## config.mk

```make
export PLATFORM = sky130hd
export DESIGN_NAME = sd_spi_command_transaction
export DESIGN_NICKNAME = d
export VERILOG_FILES = /design/src/rtl/core/sdspi_pkg.sv /design/src/rtl/core/sd_spi_command_transaction.sv /design/src/rtl/core/sdspi_ctrl.sv
export SDC_FILE = /design/constraint.sdc
export NUM_CORES = 1
export LEC_CHECK = 0
export BUFFER_PORTS_ARGS = -buffer_cell sky130_fd_sc_hd__buf_2
export CORE_ASPECT_RATIO = 1.75
export CORE_MARGIN = 4
export CORE_UTILIZATION = 40
export CTS_CLUSTER_DIAMETER = 150
export DETAILED_ROUTE_END_ITERATION = 10
export PLACE_DENSITY = 0.62
export SYNTH_ARGS = -nofsm -noshare
export SYNTH_HDL_FRONTEND = slang
export SYNTH_SLANG_ARGS = --single-unit
```

## constraint.sdc

```tcl
create_clock -name clk -period 7.5 [get_ports clk]
set_clock_uncertainty 0.05 [all_clocks]
set_input_delay 0.375 -clock clk [delete_from_list [all_inputs] [get_ports clk]]
set_output_delay 0.375 -clock clk [all_outputs]
set_load 0.01 [all_outputs]
```

## src/rtl/core/sdspi_pkg.sv

```systemverilog
// ----------------------------------------------------------------------------
// sdspi_pkg
// Types, constants and the CRC7 byte update for the SPI-mode SD command engine.
// ----------------------------------------------------------------------------
package sdspi_pkg;

  localparam logic [7:0]  BYTE_IDLE   = 8'hFF;
  localparam logic [7:0]  BYTE_BUSY   = 8'h00;
  localparam logic [7:0]  CRC7_POLY   = 8'h09;
  localparam logic [39:0] RESP_ONES   = 40'hFF_FFFF_FFFF;
  localparam logic [3:0]  POLL_RETRY  = 4'd8;

  localparam logic       OP_START = 1'b0;
  localparam logic       OP_RX    = 1'b1;

  localparam logic [2:0] KIND_R1  = 3'd0;
  localparam logic [2:0] KIND_R1B = 3'd1;
  localparam logic [2:0] KIND_R2  = 3'd2;
  localparam logic [2:0] KIND_R3  = 3'd3;
  localparam logic [2:0] KIND_R7  = 3'd4;

  typedef enum logic [1:0] {
    PH_IDLE,
    PH_POLL,
    PH_COLLECT,
    PH_BUSY
  } phase_t;

  typedef struct packed {
    logic        op;
    logic [7:0]  cmd_byte;
    logic [31:0] cmd_arg;
    logic [2:0]  resp_kind;
    logic [7:0]  rx_byte;
  } in_item_t;

  typedef struct packed {
    logic        tx_valid;
    logic [7:0]  tx_byte;
    logic        done_res;
    logic [39:0] response;
    logic        timed_out;
    logic        last;
  } out_item_t;

  // MSB-first CRC7 update, 8-bit register, polynomial in the low bits
  function automatic logic [7:0] crc7_byte(input logic [7:0] data, input logic [7:0] prev);
    logic [7:0] crc;
    logic [7:0] d;
    crc = prev;
    d   = data;
    for (int b = 0; b < 8; b++) begin
      crc = {crc[6:0], 1'b0};
      if (d[7] ^ crc[7]) begin
        crc = crc ^ CRC7_POLY;
      end
      d = {d[6:0], 1'b0};
    end
    return crc;
  endfunction

  function automatic logic [2:0] resp_len(input logic [2:0] kind);
    logic [2:0] len;
    if (kind == KIND_R2) begin
      len = 3'd2;
    end else if (kind == KIND_R3 || kind == KIND_R7) begin
      len = 3'd5;
    end else begin
      len = 3'd1;
    end
    return len;
  endfunction

  function automatic out_item_t tx_item(input logic [7:0] b, input logic lst);
    out_item_t r;
    r.tx_valid  = 1'b1;
    r.tx_byte   = b;
    r.done_res  = 1'b0;
    r.response  = '0;
    r.timed_out = 1'b0;
    r.last      = lst;
    return r;
  endfunction

endpackage

```

## src/rtl/core/sd_spi_command_transaction.sv

```systemverilog
// ----------------------------------------------------------------------------
// sd_spi_command_transaction
// SPI-mode SD command engine: frames command bytes with CRC7 and tracks the
// card's response through poll, collect and busy-wait phases.
// ----------------------------------------------------------------------------
// The first result is registered in the cycle after a transaction is accepted.
// Throughput: one received-byte transaction per cycle while the output is not
//   stalled; a command transaction emits seven results, one per unstalled cycle,
//   and input stalls until the last one is loaded into the output register.
// Reset: synchronous; returns to idle with the response store all ones.
module sd_spi_command_transaction (
  input  logic                 clk,
  input  logic                 rst,
  input  logic                 in_valid,
  output logic                 in_stall,
  input  sdspi_pkg::in_item_t  in_item,
  output logic                 out_valid,
  input  logic                 out_stall,
  output sdspi_pkg::out_item_t out_item
);

  // command frame sequence: argument bytes, then CRC, then the first poll
  localparam logic [2:0] SEQ_NONE = 3'd0;
  localparam logic [2:0] SEQ_ARG0 = 3'd1;
  localparam logic [2:0] SEQ_ARG3 = 3'd4;
  localparam logic [2:0] SEQ_CRC  = 3'd5;
  localparam logic [2:0] SEQ_POLL = 3'd6;

  logic                 out_free;
  logic                 accept;
  logic                 emit;
  logic                 cmd_start;
  sdspi_pkg::out_item_t res;

  logic [2:0]  seq;
  logic [31:0] arg_sr;
  logic [7:0]  crc;

  assign out_free = !out_valid || !out_stall;
  assign in_stall = !(out_free && seq == SEQ_NONE);
  assign accept   = in_valid && !in_stall;

  sdspi_ctrl u_ctrl (
    .clk       (clk),
    .rst       (rst),
    .accept    (accept),
    .item      (in_item),
    .emit      (emit),
    .cmd_start (cmd_start),
    .res       (res)
  );

  always_ff @(posedge clk) begin
    if (rst) begin
      out_valid <= 1'b0;
      seq       <= SEQ_NONE;
    end else if (out_free) begin
      if (seq != SEQ_NONE) begin
        out_valid <= 1'b1;
        seq       <= (seq == SEQ_POLL) ? SEQ_NONE : seq + 3'd1;
      end else if (accept && emit) begin
        out_valid <= 1'b1;
        if (cmd_start) begin
          seq <= SEQ_ARG0;
        end
      end else begin
        out_valid <= 1'b0;
      end
    end
  end

  always_ff @(posedge clk) begin
    if (out_free) begin
      if (seq != SEQ_NONE) begin
        if (seq >= SEQ_ARG0 && seq <= SEQ_ARG3) begin
          out_item <= sdspi_pkg::tx_item(arg_sr[31:24], 1'b0);
          arg_sr   <= {arg_sr[23:0], 8'h00};
          crc      <= sdspi_pkg::crc7_byte(arg_sr[31:24], crc);
        end else if (seq == SEQ_CRC) begin
          out_item <= sdspi_pkg::tx_item({crc[6:0], 1'b1}, 1'b0);
        end else begin
          out_item <= sdspi_pkg::tx_item(sdspi_pkg::BYTE_IDLE, 1'b1);
        end
      end else if (accept && emit) begin
        out_item <= res;
        if (cmd_start) begin
          arg_sr <= in_item.cmd_arg;
          crc    <= sdspi_pkg::crc7_byte(in_item.cmd_byte, 8'h00);
        end
      end
    end
  end

endmodule

```

## src/rtl/core/sdspi_ctrl.sv

```systemverilog
// ----------------------------------------------------------------------------
// sdspi_ctrl
// Response tracking: poll, collect and busy-wait phases, one step per
// accepted transaction. Produces at most one result and flags command starts.
// ----------------------------------------------------------------------------
module sdspi_ctrl (
  input  logic                 clk,
  input  logic                 rst,
  input  logic                 accept,
  input  sdspi_pkg::in_item_t  item,
  output logic                 emit,
  output logic                 cmd_start,
  output sdspi_pkg::out_item_t res
);

  sdspi_pkg::phase_t phase, phase_next;
  logic [2:0]  kind_held, kind_held_next;
  logic [3:0]  poll_left, poll_left_next;
  logic [2:0]  byte_pos, byte_pos_next;
  logic [39:0] resp_store, resp_store_next;
  logic        tmo, tmo_next;

  logic        rx_idle;
  logic        first_done;
  logic [2:0]  pos_inc;
  logic [2:0]  kind_len;
  logic [39:0] resp_upd;
  logic        tmo_upd;

  assign rx_idle    = (item.rx_byte == sdspi_pkg::BYTE_IDLE);
  assign first_done = !rx_idle || (poll_left == '0);
  assign pos_inc    = byte_pos + 3'd1;
  assign kind_len   = sdspi_pkg::resp_len(kind_held);

  // response store with this step's received byte merged in
  always_comb begin
    resp_upd = resp_store;
    tmo_upd  = tmo;
    unique case (phase)
      sdspi_pkg::PH_POLL: begin
        if (!rx_idle) begin
          resp_upd[39:32] = item.rx_byte;
        end else if (poll_left == '0) begin
          tmo_upd = 1'b1;
        end
      end
      sdspi_pkg::PH_COLLECT: begin
        unique case (byte_pos)
          3'd0:    resp_upd[39:32] = item.rx_byte;
          3'd1:    resp_upd[31:24] = item.rx_byte;
          3'd2:    resp_upd[23:16] = item.rx_byte;
          3'd3:    resp_upd[15:8]  = item.rx_byte;
          3'd4:    resp_upd[7:0]   = item.rx_byte;
          default: resp_upd        = resp_store;
        endcase
      end
      default: begin
        resp_upd = resp_store;
      end
    endcase
  end

  // next phase
  always_comb begin
    phase_next = phase;
    if (accept) begin
      unique case (phase)
        sdspi_pkg::PH_IDLE: begin
          if (item.op == sdspi_pkg::OP_START) begin
            phase_next = sdspi_pkg::PH_POLL;
          end
        end
        sdspi_pkg::PH_POLL: begin
          if (item.op == sdspi_pkg::OP_RX && first_done) begin
            if (kind_len > 3'd1) begin
              phase_next = sdspi_pkg::PH_COLLECT;
            end else if (kind_held == sdspi_pkg::KIND_R1B) begin
              phase_next = sdspi_pkg::PH_BUSY;
            end else begin
              phase_next = sdspi_pkg::PH_IDLE;
            end
          end
        end
        sdspi_pkg::PH_COLLECT: begin
          if (item.op == sdspi_pkg::OP_RX && pos_inc >= kind_len) begin
            phase_next = sdspi_pkg::PH_IDLE;
          end
        end
        sdspi_pkg::PH_BUSY: begin
          if (item.op == sdspi_pkg::OP_RX && item.rx_byte != sdspi_pkg::BYTE_BUSY) begin
            phase_next = sdspi_pkg::PH_IDLE;
          end
        end
        default: phase_next = sdspi_pkg::PH_IDLE;
      endcase
    end
  end

  // outputs and datapath registers
  always_comb begin
    emit            = 1'b0;
    cmd_start       = 1'b0;
    res             = sdspi_pkg::tx_item(sdspi_pkg::BYTE_IDLE, 1'b1);
    kind_held_next  = kind_held;
    poll_left_next  = poll_left;
    byte_pos_next   = byte_pos;
    resp_store_next = resp_store;
    tmo_next        = tmo;
    if (accept) begin
      if (item.op == sdspi_pkg::OP_START) begin
        if (phase == sdspi_pkg::PH_IDLE) begin
          emit            = 1'b1;
          cmd_start       = 1'b1;
          res             = sdspi_pkg::tx_item(item.cmd_byte, 1'b0);
          kind_held_next  = item.resp_kind;
          poll_left_next  = sdspi_pkg::POLL_RETRY;
          byte_pos_next   = '0;
          resp_store_next = sdspi_pkg::RESP_ONES;
          tmo_next        = 1'b0;
        end
      end else if (phase != sdspi_pkg::PH_IDLE) begin
        emit            = 1'b1;
        resp_store_next = resp_upd;
        tmo_next        = tmo_upd;
        unique case (phase)
          sdspi_pkg::PH_POLL: begin
            if (first_done) begin
              byte_pos_next = 3'd1;
            end else begin
              poll_left_next = poll_left - 4'd1;
            end
          end
          sdspi_pkg::PH_COLLECT: begin
            byte_pos_next = pos_inc;
          end
          default: begin
            byte_pos_next = byte_pos;
          end
        endcase
        // a transition into idle ends the transaction
        if (phase_next == sdspi_pkg::PH_IDLE) begin
          res.tx_valid  = 1'b0;
          res.tx_byte   = sdspi_pkg::BYTE_IDLE;
          res.done_res  = 1'b1;
          res.response  = resp_upd;
          res.timed_out = tmo_upd;
          res.last      = 1'b1;
        end
      end
    end
  end

  always_ff @(posedge clk) begin
    if (rst) begin
      phase      <= sdspi_pkg::PH_IDLE;
      kind_held  <= '0;
      poll_left  <= '0;
      byte_pos   <= '0;
      resp_store <= sdspi_pkg::RESP_ONES;
      tmo        <= 1'b0;
    end else begin
      phase      <= phase_next;
      kind_held  <= kind_held_next;
      poll_left  <= poll_left_next;
      byte_pos   <= byte_pos_next;
      resp_store <= resp_store_next;
      tmo        <= tmo_next;
    end
  end

endmodule
```

==> summary.txt, run 1 <==
Outcome
  – Status: complete, no violations

Cells and area
  – Share of post-route cells with drive strength above 1: 22.80%
  – Fill cells: 1,663
  – # diodes: 0
  – Non-Filler Instances: 1,003
  – NumNets Final: 831
  – P&R area growth vs syn: 18.18%
  – Fin area: 8363 sq um

Floorplan
  – IO Count: 110
  – Die height: 184.0 microns
  – Area of the die: 19,970 sq um
  – Core area: 17,460 sq um
  – Initial Utilization: 40.54%
  – Cell Rows: 64
  – Chip width: 108.5 microns

Synth
  – Asr flop ratio synth: 0%
  – Ys flop type: edfxtp_1
  – Top-count cell post-synth: edfxtp_1
  – Syn Nets: 743
  – Mapped cell area: 7077 sq um
  – Post-synthesis sequential area ratio: 54.74%
  – Top cell type's share of synthesized area: 38.61%
  – Mean Syn Cell Area: 10.55 sq um
  – Ranking of synthesized cells by area: edfxtp_1 (39%), dfxtp_1 (16%), nand2b_1 (4.4%), mux2_2 (4.1%), o22ai_1 (3.9%)
  – Gate Count Post-Synth: 671
  – Register bit total from synthesis: 148
  – Top post-synthesis cells by count: edfxtp_1 (91), nand2_1 (68), dfxtp_1 (57), nor2_1 (57), a21oi_1 (53)
  – Netlist cell types: 52
  – Yosys warns: 0
  – Yosys top cell by area: edfxtp_1
  – Number of synthesized flops with an enable pin: 91

Clock tree
  – Root buffer cell: clkbuf_16
  – H-tree depth: 4
  – # clock sinks: 148
  – Clock slew at reported path FFs: 60 ps
  – Setup bufs post-CTS: 0
  – Clock Path Buffers: 2
  – Inserted Clock Buffers: 17
  – Cts hold-fix bufs: 0
  – CTS resizes: 0
  – Worst-Skew Late Latency: 420 ps
  – CTS tree: yes

Flow run
  – Max_cap viols: 0

STA
  – Setup TNS: 0 ps
  – Max Clk Rate: 295.7 MHz
  – Max-slew violations: 0
  – Slew HR: 20.34%
  – Actual slew at the worst max-slew pin: 1192 ps
  – Final worst path period need: 3382 ps
  – Final period util: 45.09%
  – Final Hold Fails: 0
  – RSZ-0062 raised after global routing: no
  – Setup violations, final: 0

Placement
  – Area after DPL: 7749 sq um
  – Hpwl dp: 12,490 microns
  – DP Cell Count: 971
  – Port bufs: 109
  – Gpl congestion: 0.8446

Global routing
  – Total track usage: 17.72%
  – Gr ovfl total: 0
  – Global-route wire length before repair: 26,860 microns
  – Initial antenna violation count: 1
  – Vias in the first global route: 5,406
  – Pin count of the biggest net entering global routing: 59

Detailed routing
  – Total number of vias: 5,379
  – Routed Wire Length: 17,430 microns
  – Drt wl/cell: 17.37 microns
  – Antenna viol nets, final: 0
  – Pre-antenna DRT Iters: 5
  – Drt via density: 5.363
  – Drt drc: 0
  – Starting DRT DRC Count: 182

Worst setup path
  – Critical path startpoint category: flip-flop
  – CP Max Fanout: 51
  – Required time of the worst setup path: 7570 ps
  – CP Data Arrival Time: 3450 ps
  – Crit. End Element: flip-flop
  – WS Path Type: reg -> reg

Pwr
  – Power per cell area: 357.3 nW/um^2
  – Leakage Power: 3.389 nW
  – Peak VDD IR: 0.1662 mV

Min path
  – Type of the worst min-delay path: in -> reg
-- stage by stage --
step / hold slack (ps) / utilization, % / power (W) / worst slack (ps)
floorplan: 395.3 / - / 0.001862 / 1884
global placement: 409.2 / 44.39 / 0.002096 / 4248
detailed placement: 414.7 / 44.39 / 0.002122 / 4075
CTS: 159.0 / 47.91 / 0.003023 / 4074
global route: 158.4 / 47.91 / 0.003144 / 3800
finish: 165.5 / 47.91 / 0.002988 / 4118
-- where the power goes --
part / internal, W / leakage [nW] / switching, W
sequential: 0.00118 / 1.33 / 0.0000936
combinational: 0.000329 / 1.77 / 0.000489
clock: 0.000558 / 0.289 / 0.000340
-- cells by family after synthesis --
family          share of synthesized area (%)
simple gates                            17.56
flops                                   54.74
compound gates                          11.99
buf+inv                                 3.677
mux                                     6.117
xor+xnor                                3.094
fa+ha+maj                               2.829
-- final cells by class --
type,count,area [sq um],area share [%]
clock buffers,20,436.7,5.221
clock inverters,12,177.7,2.124
multi-input cells,466,2965,35.46
well taps,231,289.0,3.456
flip-flops and latches,148,3874,46.32
repair buffers,112,568.0,6.792
inverters,14,52.55,0.6284
-- layout by cell type, fill, tap and decap left out, types with 3 or more instances in the layout --
master | Yosys | final
o21bai_1 | 5 | 5
and4_1 | 4 | 4
buf_4 | 0 | 3
clkbuf_1 | 23 | 3
bufinv_16 | 0 | 4
clkbuf_16 | 0 | 17
or2_2 | 4 | 4
a31oi_1 | 4 | 4
xor2_1 | 10 | 10
inv_1 | 13 | 13
nand4_1 | 6 | 6
and2_1 | 14 | 14
a21oi_1 | 53 | 52
o21ai_0 | 4 | 4
ha_1 | 16 | 16
inv_6 | 0 | 3
nor3b_1 | 3 | 3
nand2_1 | 68 | 68
nor2_1 | 57 | 57
nand3_1 | 22 | 22
a211oi_1 | 3 | 3
nand2b_1 | 50 | 50
nor3_1 | 10 | 10
xnor2_1 | 15 | 15
clkinvlp_4 | 0 | 3
dfxtp_1 | 57 | 57
a22oi_1 | 8 | 8
mux2_2 | 26 | 26
buf_2 | 13 | 109
o22ai_1 | 44 | 44
edfxtp_1 | 91 | 91
mux2i_1 | 14 | 14
-- critical path, cell delays in order, from the launching register on --
cell	delay (ps)
dfxtp_1	520
nor3_4	210
buf_4	490
nand3_1	190
o41ai_1	340
o211ai_1	200
o211ai_4	920
nor2_1	140
-- sequential cells by signal (all words and copies together), names as in the netlist --
name and flops:
u_ctrl.kind_held 3, arg_sr 32, u_ctrl.tmo 1, u_ctrl.byte_pos 3, u_ctrl.phase 2, u_ctrl.poll_left 4
out_item 52, seq 3, out_valid 1, crc 7, u_ctrl.resp_store 40
-- final timing paths --
check | from | endpoint | slack (ps) | cells after the start
max reg2reg | seq[2] | out_item[6] | 4120 | 7
min | in_item[8] | u_ctrl.kind_held[0] | 170 | 3
max | seq[2] | out_item[6] | 4120 | 7
min reg2reg | u_ctrl.resp_store[11] | u_ctrl.resp_store[11] | 430 | 2
-- routing by layer --
layer	vias up	share of wire (%)	GRT usage, %
met1	2548	35	17.51
li1	2582	-	-
met2	192	54	32.20
met5	-	0.069	0
met4	2	5.4	11.73
met3	55	6.0	4.112
Note: power is estimated with default switching activity, not from simulation.
==> inputs of run 2 (changes only) <==
Settings changed: PLACE_DENSITY 0.62 to 0.64.
Clock period 7.5 ns to 2.9 ns, I/O delays scaled along.
==> summary.txt, run 2 (synthesis gave the netlist of run 1 again) <==
Detailed routing
  – Pre-antenna DRT Iters: 4 (-1)
  – Drt wl/cell: 16.91 microns (-2.7%)
  – Drt via density: 5.256 (-2.0%)
  – Total number of vias: 5,529 (+2.8%)
  – Routed Wire Length: 17,790 microns (+2.1%)
  – Drt drc: 0 (unchanged)
  – Starting DRT DRC Count: 228 (+25%)
  – Antenna viol nets, final: 0 (unchanged)

Min path
  – Worst hold endpoint: out_item[43]
  – HP Start: in_item[43]
  – Worst hold path stage count: 2 (-1)
  – Type of the worst min-delay path: in -> reg

Cells and area
  – Non-Filler Instances: 1,052 (+4.9%)
  – # diodes: 0 (unchanged)
  – Share of post-route cells with drive strength above 1: 23.26% (+0.47 points)
  – Largest register FFs: 52 (unchanged)
  – Commonest cells after routing, fill and taps aside: buf_2 (109), edfxtp_1 (91), nand2_1 (68)
  – Biggest regs: out_item: 52 flops, u_ctrl.resp_store: 40 flops, arg_sr: 32 flops
  – Fill cells: 1,621 (-2.5%)
  – P&R area growth vs syn: 24.98%
  – Most common cell after layout, fill and taps aside: buf_2
  – NumNets Final: 881 (+6.0%)
  – Register Area: 3874 sq um (unchanged)
  – Area of the multi-input gates: 2965 sq um (unchanged)
  – Largest Register: out_item

Placement
  – DP Cell Count: 986 (+1.5%)
  – Port bufs: 109 (unchanged)
  – Hpwl dp: 12,400 microns (-0.75%)
  – Gpl congestion: 0.8599 (+1.8%)

Floorplan
  – Area of the die: 19,970 sq um (unchanged)
  – IO Count: 110 (unchanged)
  – Cell Rows: 64 (unchanged)
  – Die height: 184.0 microns (unchanged)
  – Initial Utilization: 40.54% (unchanged)
  – Chip width: 108.5 microns (unchanged)
  – Core area: 17,460 sq um (unchanged)

STA
  – Setup violations, final: 0 (unchanged)
  – Max Clk Rate: 375.2 MHz (+27%)
  – RSZ-0062 raised after global routing: no
  – Final Hold Fails: 0 (unchanged)
  – Setup TNS: 0 ps (unchanged)
  – Max-slew violations: 0 (unchanged)
  – Actual slew at the worst max-slew pin: 931.4 ps (-260.8 ps)
  – Final period util: 91.91% (+47 points)
  – Slew HR: 37.90% (+18 points)
  – Final worst path period need: 2665 ps (-716.2 ps)

Pwr
  – Peak VDD IR: 0.4873 mV (+190%)
  – Leakage Power: 3.625 nW (+7.0%)
  – Power per cell area: 877.9 nW/um^2 (+150%)

Worst setup path
  – Critical path, cell by cell: ha_1 > ha_1 > inv_1 > ha_1 > nand2_1 > o2111ai_1 > o211ai_1 > nor4_4 > o211ai_4 > buf_12 > nor2_1
  – Max stage delay on crit path: 390 ps (-530 ps)
  – WS Path Type: reg -> reg
  – Required time of the worst setup path: 3120 ps (-4450 ps)
  – Worst flop-to-flop path endpoint: out_item[9]
  – Startpoint of the worst register-to-register path: u_ctrl.byte_pos[0]
  – Crit. End Element: flip-flop
  – R2R Setup Slk: 230 ps (-3880 ps)
  – Critical path startpoint category: flip-flop
  – Critical path's slowest cell: nor4_4
  – CP most frequent cell: ha_1
  – CP Data Arrival Time: 2890 ps (-560 ps)
  – CP Max Fanout: 43 (-16%)
  – R2r worst-path depth: 11 (+4)

Outcome
  – Status: complete, no violations

Global routing
  – Global-route wire length before repair: 29,170 microns (+8.6%)
  – Gr ovfl total: 0 (unchanged)
  – Pin count of the biggest net entering global routing: 59 (unchanged)
  – Initial antenna violation count: 0 (-1)
  – Vias in the first global route: 5,678 (+5.0%)
  – Total track usage: 18.90% (+1.2 points)

Clock tree
  – Worst-Skew Late Latency: 430 ps (about the same)
  – Inserted Clock Buffers: 17 (unchanged)
  – CTS resizes: 0 (unchanged)
  – # clock sinks: 148 (unchanged)
  – Clock Path Buffers: 2 (unchanged)
  – H-tree depth: 4 (unchanged)
  – CTS tree: yes
  – Root buffer cell: clkbuf_16
  – Clock slew at reported path FFs: 60 ps (about the same)

Flow run
  – Max_cap viols: 0 (unchanged)
==> run 2: changes by cell type in the layout (fill, tap and decap cells not counted), sizes merged <==
cell / before / now
clkbuf: 20 / 21
inv: 16 / 17
clkinvlp: 3 / 0
buf: 112 / 127
dlygate4sd3: 0 / 35
clkinv: 3 / 5
bufinv: 4 / 2
==> run 2: critical path: cells and delay by family (launching register included) <==
family                   cells  cell delay, ps
adder cells (fa/ha/maj)      3             790
AND/OR/NAND/NOR              3             570
flip-flops                   1             360
buffers and inverters        2             230
AO/OA/AOI/OAI                3             500
==> run 2: layer usage <==
metal	global-route usage [%]	wire [microns]
met2	34.93	9906
met5	0	0
met3	4.323	885
met4	8.493	616
met1	19.96	6385
==> run 2: worst max path at each step <==
| stage | depth (start not counted) | from | end |
|---|---|---|---|
| final | 11 | u_ctrl.byte_pos[0] | out_item[9] |
| after global routing | 11 | u_ctrl.byte_pos[0] | out_item[23] |
| after CTS | 11 | u_ctrl.byte_pos[0] | out_item[9] |
| after detailed placement | 11 | u_ctrl.byte_pos[0] | out_item[9] |
| after global placement | 10 | u_ctrl.byte_pos[0] | out_item[51] |
| after floorplan | 6 | u_ctrl.phase[0] | arg_sr[0] |
==> run 2: power by group <==
group          total (W)  internal (W)  leakage (nW)  switching, W
sequential       0.00322       0.00303          1.33      0.000186
combinational    0.00234      0.000999          2.01       0.00134
clock            0.00220       0.00132         0.288      0.000879
==> run 2: stage by stage <==
step                setup slack [ps]  area, sq um  power, W  utilization [%]  hold slack [ps]
CTS                            232.6         8845  0.007868            50.67            10.59
finish                         234.6         8845  0.007765            50.67            27.28
detailed placement             264.6         7911  0.005612            45.32            337.9
floorplan                      171.7         7092  0.004776                -            238.9
global placement               286.4         7911  0.005593            45.32            328.3
global route                   17.93         8845  0.008220            50.67            14.20
==> run 2: final cells by class <==
class                           instances  area share (%)
Tap cell                              231           3.268
Inverter                               14          0.5941
Clock inverter                         10           1.372
Clock buffer                           21           5.220
Sequential cell                       148           43.80
Timing Repair Buffer                  162           12.22
Multi-Input combinational cell        466           33.53
==> run 2: what timing repair did <==
action	4_1_cts	5_1_grt
endpoints found under the setup margin	0	0
buffers inserted	0	0
endpoints found under the hold margin	35	0
hold buffers	35	0
